**src/rtl/ipe_pkg.sv**
```systemverilog
`timescale 1ns / 1ps
`default_nettype none
// ----------------------------------------------------------------------------
// Ising pair energy package
// Shared constants, types, control structs and helper functions.
// ----------------------------------------------------------------------------
package ipe_pkg;

    // Store geometry and arithmetic widths
    localparam int MAX_SPINS     = 32;
    localparam int COUPLING_BITS = 16;
    localparam int ENERGY_BITS   = 25;

    // Port field widths
    localparam int PATTERN_BITS  = 32;
    localparam int FIELD_IDX_BITS = 5;
    localparam int FIELD_COUP_BITS = 16;
    localparam int CFG_BITS      = 6;
    localparam int SPINS_RESET   = 32;

    // Derived widths
    localparam int IDX_W       = (MAX_SPINS > 1) ? $clog2(MAX_SPINS) : 1;
    localparam int CNT_W       = $clog2(MAX_SPINS + 1);
    localparam int ADDR_W      = 2 * IDX_W;
    localparam int STORE_DEPTH = 1 << ADDR_W;
    localparam int PAIRS       = MAX_SPINS * (MAX_SPINS - 1) / 2;
    localparam int SUM_W       = COUPLING_BITS + $clog2(PAIRS + 1) + 1;
    localparam int ACC_W       = (SUM_W > ENERGY_BITS) ? SUM_W : ENERGY_BITS;

    localparam longint ENERGY_HI = (64'sd1 <<< (ENERGY_BITS - 1)) - 64'sd1;
    localparam longint ENERGY_LO = -ENERGY_HI - 64'sd1;

    // Operation codes
    localparam logic OP_WRITE = 1'b0;
    localparam logic OP_EVAL  = 1'b1;

    typedef logic signed [COUPLING_BITS-1:0] coup_t;
    typedef logic signed [ACC_W-1:0]         acc_t;
    typedef logic signed [ENERGY_BITS-1:0]   energy_t;
    typedef logic [CNT_W-1:0]                cnt_t;
    typedef logic [ADDR_W-1:0]               addr_t;
    typedef logic [MAX_SPINS-1:0]            spin_vec_t;

    // Top level to evaluation sequencer
    typedef struct packed {
        logic start;
        logic take;
        cnt_t spin_count;
    } ctrl_t;

    // Evaluation sequencer to top level
    typedef struct packed {
        logic    busy;
        logic    done;
        energy_t energy;
    } status_t;

    // Map pattern bits onto spins; spins past the pattern read as -1
    function automatic spin_vec_t spin_vector(input logic [PATTERN_BITS-1:0] p);
        spin_vec_t v;
        v = '0;
        for (int k = 0; k < MAX_SPINS; k++)
        begin
            if (k < PATTERN_BITS)
            begin
                v[k] = p[k[4:0]];
            end
        end
        return v;
    endfunction

    // Clamp the accumulator to the energy range
    function automatic energy_t sat_energy(input acc_t a);
        energy_t e;
        if (a > acc_t'(ENERGY_HI))
        begin
            e = energy_t'(ENERGY_HI);
        end
        else if (a < acc_t'(ENERGY_LO))
        begin
            e = energy_t'(ENERGY_LO);
        end
        else
        begin
            e = energy_t'(a);
        end
        return e;
    endfunction

endpackage
`default_nettype wire

```
**src/rtl/ipe_eval.sv**
```systemverilog
`timescale 1ns / 1ps
`default_nettype none
// ----------------------------------------------------------------------------
// Evaluation sequencer
// Walks all pairs i<j below the spin count, reads one coupling per cycle
// and adds or subtracts it into the energy accumulator.
// ----------------------------------------------------------------------------
module ipe_eval (
    input  wire logic                                clk,
    input  wire logic                                rst_n,
    input  wire ipe_pkg::ctrl_t                      ctrl,
    input  wire logic [ipe_pkg::PATTERN_BITS-1:0]    pattern,
    output ipe_pkg::addr_t                           rd_addr,
    input  wire logic [ipe_pkg::COUPLING_BITS-1:0]   rd_data,
    output ipe_pkg::status_t                         status
);

    typedef enum logic [3:0] {
        ST_IDLE  = 4'b0001,
        ST_RUN   = 4'b0010,
        ST_DRAIN = 4'b0100,
        ST_DONE  = 4'b1000
    } state_t;

    localparam int IW = ipe_pkg::IDX_W;

    state_t              state_reg, state_next;
    ipe_pkg::cnt_t       i_reg, i_next;
    ipe_pkg::cnt_t       j_reg, j_next;
    ipe_pkg::cnt_t       n_reg, n_next;
    ipe_pkg::spin_vec_t  spins_reg, spins_next;
    logic                rd_vld_reg, rd_vld_next;
    logic                add_reg, add_next;
    logic                last_reg, last_next;
    ipe_pkg::acc_t       acc_reg, acc_next;
    ipe_pkg::acc_t       coup_ext;
    logic                j_end;
    logic                i_end;

    assign coup_ext = ipe_pkg::acc_t'(ipe_pkg::coup_t'(rd_data));
    assign j_end    = (j_reg == n_reg - ipe_pkg::cnt_t'(1));
    assign i_end    = (i_reg == n_reg - ipe_pkg::cnt_t'(2));
    assign rd_addr  = {i_reg[IW-1:0], j_reg[IW-1:0]};

    // Sequence pairs and accumulate returning reads
    always_comb
    begin
        state_next  = state_reg;
        i_next      = i_reg;
        j_next      = j_reg;
        n_next      = n_reg;
        spins_next  = spins_reg;
        rd_vld_next = 1'b0;
        add_next    = add_reg;
        last_next   = last_reg;
        acc_next    = acc_reg;

        if (rd_vld_reg)
        begin
            acc_next = add_reg ? acc_reg + coup_ext : acc_reg - coup_ext;
        end

        case (state_reg)
            ST_IDLE:
            begin
                if (ctrl.start)
                begin
                    acc_next   = '0;
                    spins_next = ipe_pkg::spin_vector(pattern);
                    n_next     = ctrl.spin_count;
                    i_next     = '0;
                    j_next     = ipe_pkg::cnt_t'(1);
                    if (ctrl.spin_count < ipe_pkg::cnt_t'(2))
                    begin
                        state_next = ST_DONE;
                    end
                    else
                    begin
                        state_next = ST_RUN;
                    end
                end
            end
            ST_RUN:
            begin
                rd_vld_next = 1'b1;
                add_next    = spins_reg[i_reg[IW-1:0]] ^ spins_reg[j_reg[IW-1:0]];
                last_next   = j_end && i_end;
                if (j_end)
                begin
                    if (i_end)
                    begin
                        state_next = ST_DRAIN;
                    end
                    else
                    begin
                        i_next = i_reg + ipe_pkg::cnt_t'(1);
                        j_next = i_reg + ipe_pkg::cnt_t'(2);
                    end
                end
                else
                begin
                    j_next = j_reg + ipe_pkg::cnt_t'(1);
                end
            end
            ST_DRAIN:
            begin
                if (rd_vld_reg && last_reg)
                begin
                    state_next = ST_DONE;
                end
            end
            ST_DONE:
            begin
                if (ctrl.take)
                begin
                    state_next = ST_IDLE;
                end
            end
            default:
            begin
                state_next = ST_IDLE;
            end
        endcase
    end

    // Control registers
    always_ff @(posedge clk or negedge rst_n)
    begin
        if (!rst_n)
        begin
            state_reg  <= ST_IDLE;
            rd_vld_reg <= 1'b0;
            last_reg   <= 1'b0;
        end
        else
        begin
            state_reg  <= state_next;
            rd_vld_reg <= rd_vld_next;
            last_reg   <= last_next;
        end
    end

    // Datapath registers
    always_ff @(posedge clk)
    begin
        i_reg     <= i_next;
        j_reg     <= j_next;
        n_reg     <= n_next;
        spins_reg <= spins_next;
        add_reg   <= add_next;
        acc_reg   <= acc_next;
    end

    assign status.busy   = (state_reg != ST_IDLE);
    assign status.done   = (state_reg == ST_DONE);
    assign status.energy = ipe_pkg::sat_energy(acc_reg);

`ifndef SYNTHESIS
    a_rd_from_run: assert property (@(posedge clk) disable iff (!rst_n)
        rd_vld_reg |-> $past(state_reg == ST_RUN))
        else $error("read data valid without a pair issued");
    a_start_idle: assert property (@(posedge clk) disable iff (!rst_n)
        ctrl.start |-> state_reg == ST_IDLE)
        else $error("evaluation started while busy");
    a_pair_order: assert property (@(posedge clk) disable iff (!rst_n)
        state_reg == ST_RUN |-> (j_reg > i_reg) && (j_reg < n_reg))
        else $error("pair indices out of order");
    a_done_exit: assert property (@(posedge clk) disable iff (!rst_n)
        state_reg == ST_DONE |=> state_reg == ST_DONE || state_reg == ST_IDLE)
        else $error("left done state without handing off the result");
`endif

endmodule
`default_nettype wire

```
**config.mk**
```make
export PLATFORM = sky130hd
export DESIGN_NAME = ipe_eval
export DESIGN_NICKNAME = d
export VERILOG_FILES = /design/src/rtl/ipe_pkg.sv /design/src/rtl/ipe_eval.sv
export SDC_FILE = /design/constraint.sdc
export NUM_CORES = 1
export LEC_CHECK = 0
export BUFFER_PORTS_ARGS = -buffer_cell sky130_fd_sc_hd__buf_2
export CAP_MARGIN = 20
export CORE_UTILIZATION = 35
export CTS_CLUSTER_DIAMETER = 150
export DETAILED_ROUTE_END_ITERATION = 10
export SLEW_MARGIN = 5
export SYNTH_ARGS = -nofsm -noshare
export SYNTH_HDL_FRONTEND = slang
export SYNTH_SLANG_ARGS = --single-unit
export TNS_END_PERCENT = 50
```
**constraint.sdc**
```tcl
create_clock -name clk -period 4.34 [get_ports clk]
set_clock_uncertainty 0.2 [all_clocks]
set_input_delay 0.651 -clock clk [delete_from_list [all_inputs] [get_ports clk]]
set_output_delay 0.651 -clock clk [all_outputs]
set_load 0.05 [all_outputs]
```
**After elaboration in Yosys (flattened, before gate mapping)**

Index checks and enable logic that the tools add are counted.

- Add/subtract/negate cells: 7
- Multipliers: 0
- Div/mod/pow operators: 0
- $lt $le $gt $ge: 5
- Equality and inequality tests: 14
- Shift-type cells: 0
- Muxes and demuxes: 26
- Bitwise logic cells: 1
- Reduce and logical (&&, ||, !) cells: 7

Operators by type and width:

| cell | count |
|---|---|
| $mux 26 | 4 |
| $mux 25 | 2 |
| $mux 6 | 6 |
| $add 26x16->26 | 1 |
| $gt 26x25->1 const B | 1 |
| $lt 26x25->1 const B | 1 |
| $sub 26x16->26 | 1 |
| $mux 4 | 6 |
| $pmux 6 s2 | 2 |
| $pmux 4 s4 | 1 |
| $add 6x1->6 const B | 2 |
| $eq 6x6->1 | 2 |
| $lt 5x6->1 const B | 2 |
| $ne 2x2->1 const B | 6 |
| $bmux 1 s5 | 2 |
| $add 6x2->6 const B | 1 |
| $lt 6x2->1 const B | 1 |
| $sub 6x1->6 const B | 1 |
| $sub 6x2->6 const B | 1 |
| $reduce_and 5->1 | 1 |
| $eq 4x1->1 const B | 1 |
| $eq 4x2->1 const B | 1 |
| $eq 4x3->1 const B | 1 |
| $eq 4x4->1 const B | 1 |
| other kinds (9) | 12 |

- Flip-flop bits (word level): 83
- Latch bits: 0
- Memory bits (writable): 0
- Memory bits (read-only): 0
- Input port bits: 58
- Logic and storage cells: 69
- Memories kept: 0

**Logic depth before layout (Yosys ltp)**

- Word-level depth: 5
- Depth in mapped cells: 15
- Mapped depth without buffers: 14

**Worst setup path before layout**

Ideal clock, no wire load.

- Kind: input-to-reg
- From: input rd_data[10] in the netlist's numbering
- To: register acc_reg[25]
- Library setup time: 0.072 ns
- Arrival: 3.448 ns
- Data required time: 4.068 ns
- Path slack: 0.620 ns
- Cell stages on the path: 13
- Buffers on the path: 1
- Cells stage by stage: or4_4 -> nor4_4 -> a311o_1 -> nand2_1 -> ha_1 -> clkbuf_1 -> and3_1 -> and4_1 -> a221oi_1 -> nand2_1 -> a31oi_1 -> mux2i_1 -> mux2i_1

- Word-level cells in the longest chain between the ends: 5
- Elaborated cells between the ends (all ways): 6

Ends and longest elaborated chain:

| element | line | text |
|---|---|---|
| from (decl) | ipe_eval.sv:14 | `input wire logic [ipe_pkg::COUPLING_BITS-1:0] rd_data,` |
| $sub 26x16->26 / $add 26x16->26 (equally long branches) | ipe_eval.sv:60 | `acc_next = add_reg ? acc_reg + coup_ext : acc_reg - coup_ext;` |
| $mux 26 (*) | ipe_eval.sv:60 |  |
| $mux 26 (*) | ipe_eval.sv:58 | `if (rd_vld_reg)` |
| $mux 26 | ipe_eval.sv:66 | `if (ctrl.start)` |
| $mux 26 (*) | ipe_eval.sv:63 | `case (state_reg)` |
| net acc_next[25] | ipe_eval.sv:35 | `ipe_pkg::acc_t acc_reg, acc_next;` |
| to (signal assigned) | ipe_eval.sv:151 | `acc_reg <= acc_next;` |
| to (decl) | ipe_eval.sv:35 |  |

Mark *: on every way through the listed nets, which the timed path passes. The rest lies on a longest branch.
A chain may end at the register's enable or synchronous reset.

**Final worst setup path**

- From: input rd_data[4] in the netlist's numbering
- To: register acc_reg[25]

Same word-level chain as after synthesis.

==> results.md <==
- Post-CTS Hold Buffers: 1
- CP Launch Type: primary input
- Sequential cell area fraction in the yosys report: between 30% and 40%
- Wire per inst: about 17 um
- Die X: 133 um
- Worst Hold Path Cells: 1
- Synth cell types: 67
- DR vias/cell: 5.28
- Clock-pin slew on the worst setup and hold paths: 70 ps
- DP Worst Slack: between 200 and 250 ps
- Reg2reg path depth: 10
- Fin nets: between 700 and 800
- Post-Syn Area per Cell: around 9.8 um^2
- Final Hold Violating Endpoints: 0
- Total setup buffers inserted after CTS: 0
- Top FF cell, synth: edfxtp_1
- Fmax: roughly 270 MHz
- Final WS setup: between 500 and 600 ps
- Fin Setup TNS: 0 ps
- Initial antenna violation count: 0
- Fin crit period: between 3000 and 4000 ps
- Syn_nets: 700
- DP Wirelength: approximately 12 mm
- Flops & latches, synth: a little over 80
- Top cells by area, synth: edfxtp_1 26%, dfxtp_1 8.7%, mux4_2 7.6%, ha_1 6.9%, xor2_1 5.0%
- Status: complete, no violations
- Number of synthesized flops with an enable pin: 51
- Most frequent cell on the critical path: nand2_1
- R2R Setup Slk: roughly 760 ps
- Vias: 4765
- Drt initial violations: roughly 270
- Synthesized area: slightly below 0.006 mm^2
- RSZ-0062 raised after global routing: false
- Num CTS Buffers: 9
- Crit-path max FO: 7
- Most numerous cell in the Yosys netlist: nor2_1
- CP Capture Type: flop
- Synthesized instance count: roughly 600
- Yosys top cell area share: 25.7%
- Final core occ: 41.5%
- Max rail drop VDD: between 0.6 and 0.7 mV
- Dominant cell type by area after synthesis: edfxtp_1
- Max clock buf depth: 2
- Slowest CP cell: nor4_1
- PostCTS Resize Cnt: 0
- Die ar.: 0.0176 mm^2
- Largest net degree at the start of global routing: 35
- Synth Warn #: 0
- Hold WC Path Type: in -> reg
- Worst path cell trace: buf_2 > nor4_1 > nand2_1 > nor2_1 > a311o_1 > nand2_1 > ha_1 > and2_1 > and4_1 > a221oi_1 > nand2_1 > a31oi_1 > mux2i_1 > mux2i_1
- Ports: 95
- Final Max Slew Viols: 0
- Gr ovfl total: 0
- DIE HEIGHT: 133 um
- Max Cap Viol: 0
- Final Cycle Share: between 80% and 90%
- Synth top cells by count: 78 x nor2_1, 51 x edfxtp_1, 40 x a21oi_1
- Vias in the first global route: around 4800
- Pwr dens: 852 mW/mm^2
- Crit Path Class: in -> reg
- Worst-margin pin slew: about 910 ps
- Antenna-violating nets left: 0
- Area grow syn2layout: 15.4%
- Max reg flops: 32
- Global-route wire length before repair: 24.9 mm
- Leak: 0.00289 uW
- CP max stage delay: between 400 and 500 ps
- Worst-Skew Late Latency: ~340 ps
- CORE AREA: approximately 0.017 mm^2
- Max transition margin: about two fifths
- CP Data Arrival Time: 3850 ps
- Antenna diode count: 0
- Hold Slack: around 280 ps
- Ys async rst share: 7.23%
- Final Setup Violations: 0
- IO buf count: 94
- Residual DRC: 0
- Layout cells sized above 1: about 22%
- Gr usage total: about 18%
- Root Driver: clkbuf_16
- Clock sinks: between 80 and 90
- First-pass iteration count of the detailed router: 4
- H-tree depth: 3
- Final RePlAce weighted congestion: roughly 0.9
- Post-Route WL: approximately 15 mm
- CTS tree: built
- Cell Rows: 47
- Initial cell density of the core: approximately 36%
- Req. time, crit path: 4420 ps
cell usage in the layout (no fill, tap or decap), drive strengths merged, types with 10 or more instances in the layout:
master / n
a21o: 15
xnor2: 26
nor3: 10
inv: 23
o21ai: 27
nor2: 78
edfxtp: 51
mux4: 20
a21oi: 40
buf: 102
maj3: 13
xor2: 34
mux2i: 21
dfxtp: 26
nand3: 11
ha: 33
nand2: 39
metrics by stage:
stage	instances	total power [uW]	area [um^2]
floorplan	608	4220	5960
global placement	886	5010	6560
detailed placement	886	5050	6560
CTS	903	5890	6880
global route	903	6280	6880
finish	903	5860	6880
cell type report:
| cell class | instances | area (um^2) |
|---|---|---|
| flip-flops and latches | 83 | 2200 |
| multi-input cells | 463 | 3480 |
| inverters | 18 | 67.6 |
| repair buffers | 103 | 541 |
| well taps | 220 | 275 |
| clock inverters | 7 | 87.6 |
| fillers | 1665 | 9700 |
| clock buffers | 9 | 225 |
final timing paths:
kind / startpoint / endpoint
min in group asynchronous: rst_n / state_reg[3]
setup / recovery: rd_data[4] / acc_reg[25]
setup reg to reg: add_reg / acc_reg[18]
max in group asynchronous: rst_n / state_reg[0]
hold reg to reg: last_reg / last_reg
hold / removal: ctrl[0] / n_reg[0]
worst max-delay path, delay by kind of cell:
kind	cells	cell delay, ps
fa+ha+maj	1	360
mux	2	430
simple gates	7	1460
compound gates	3	820
buf+inv	1	120
power breakdown:
group / internal, uW / leakage, uW / total (uW) / switching, uW
clock network: 462 / 0.000155 / 821 / 359
logic: 1300 / 0.00197 / 3560 / 2260
registers: 1130 / 0.000771 / 1480 / 345
routing by layer:
metal	vias up	part of all wire, %	track usage (%)
li1	2375	-	-
met1	2269	49	24.6
met2	96	46	28.7
met3	25	2.8	2.49
met4	0	2.2	6.83
met5	-	0	0
cell families (layout without fill, tap and decap cells):
family	count (synthesis)	after routing	synth area share (%)
compound gates	135	135	14.7
xor+xnor	60	60	8.81
fa+ha+maj	47	47	9.44
buf+inv	62	137	4.70
flops	83	83	36.9
mux	42	42	11.3
simple gates	179	179	14.2
No activity file was read; power rests on OpenSTA's default activity.
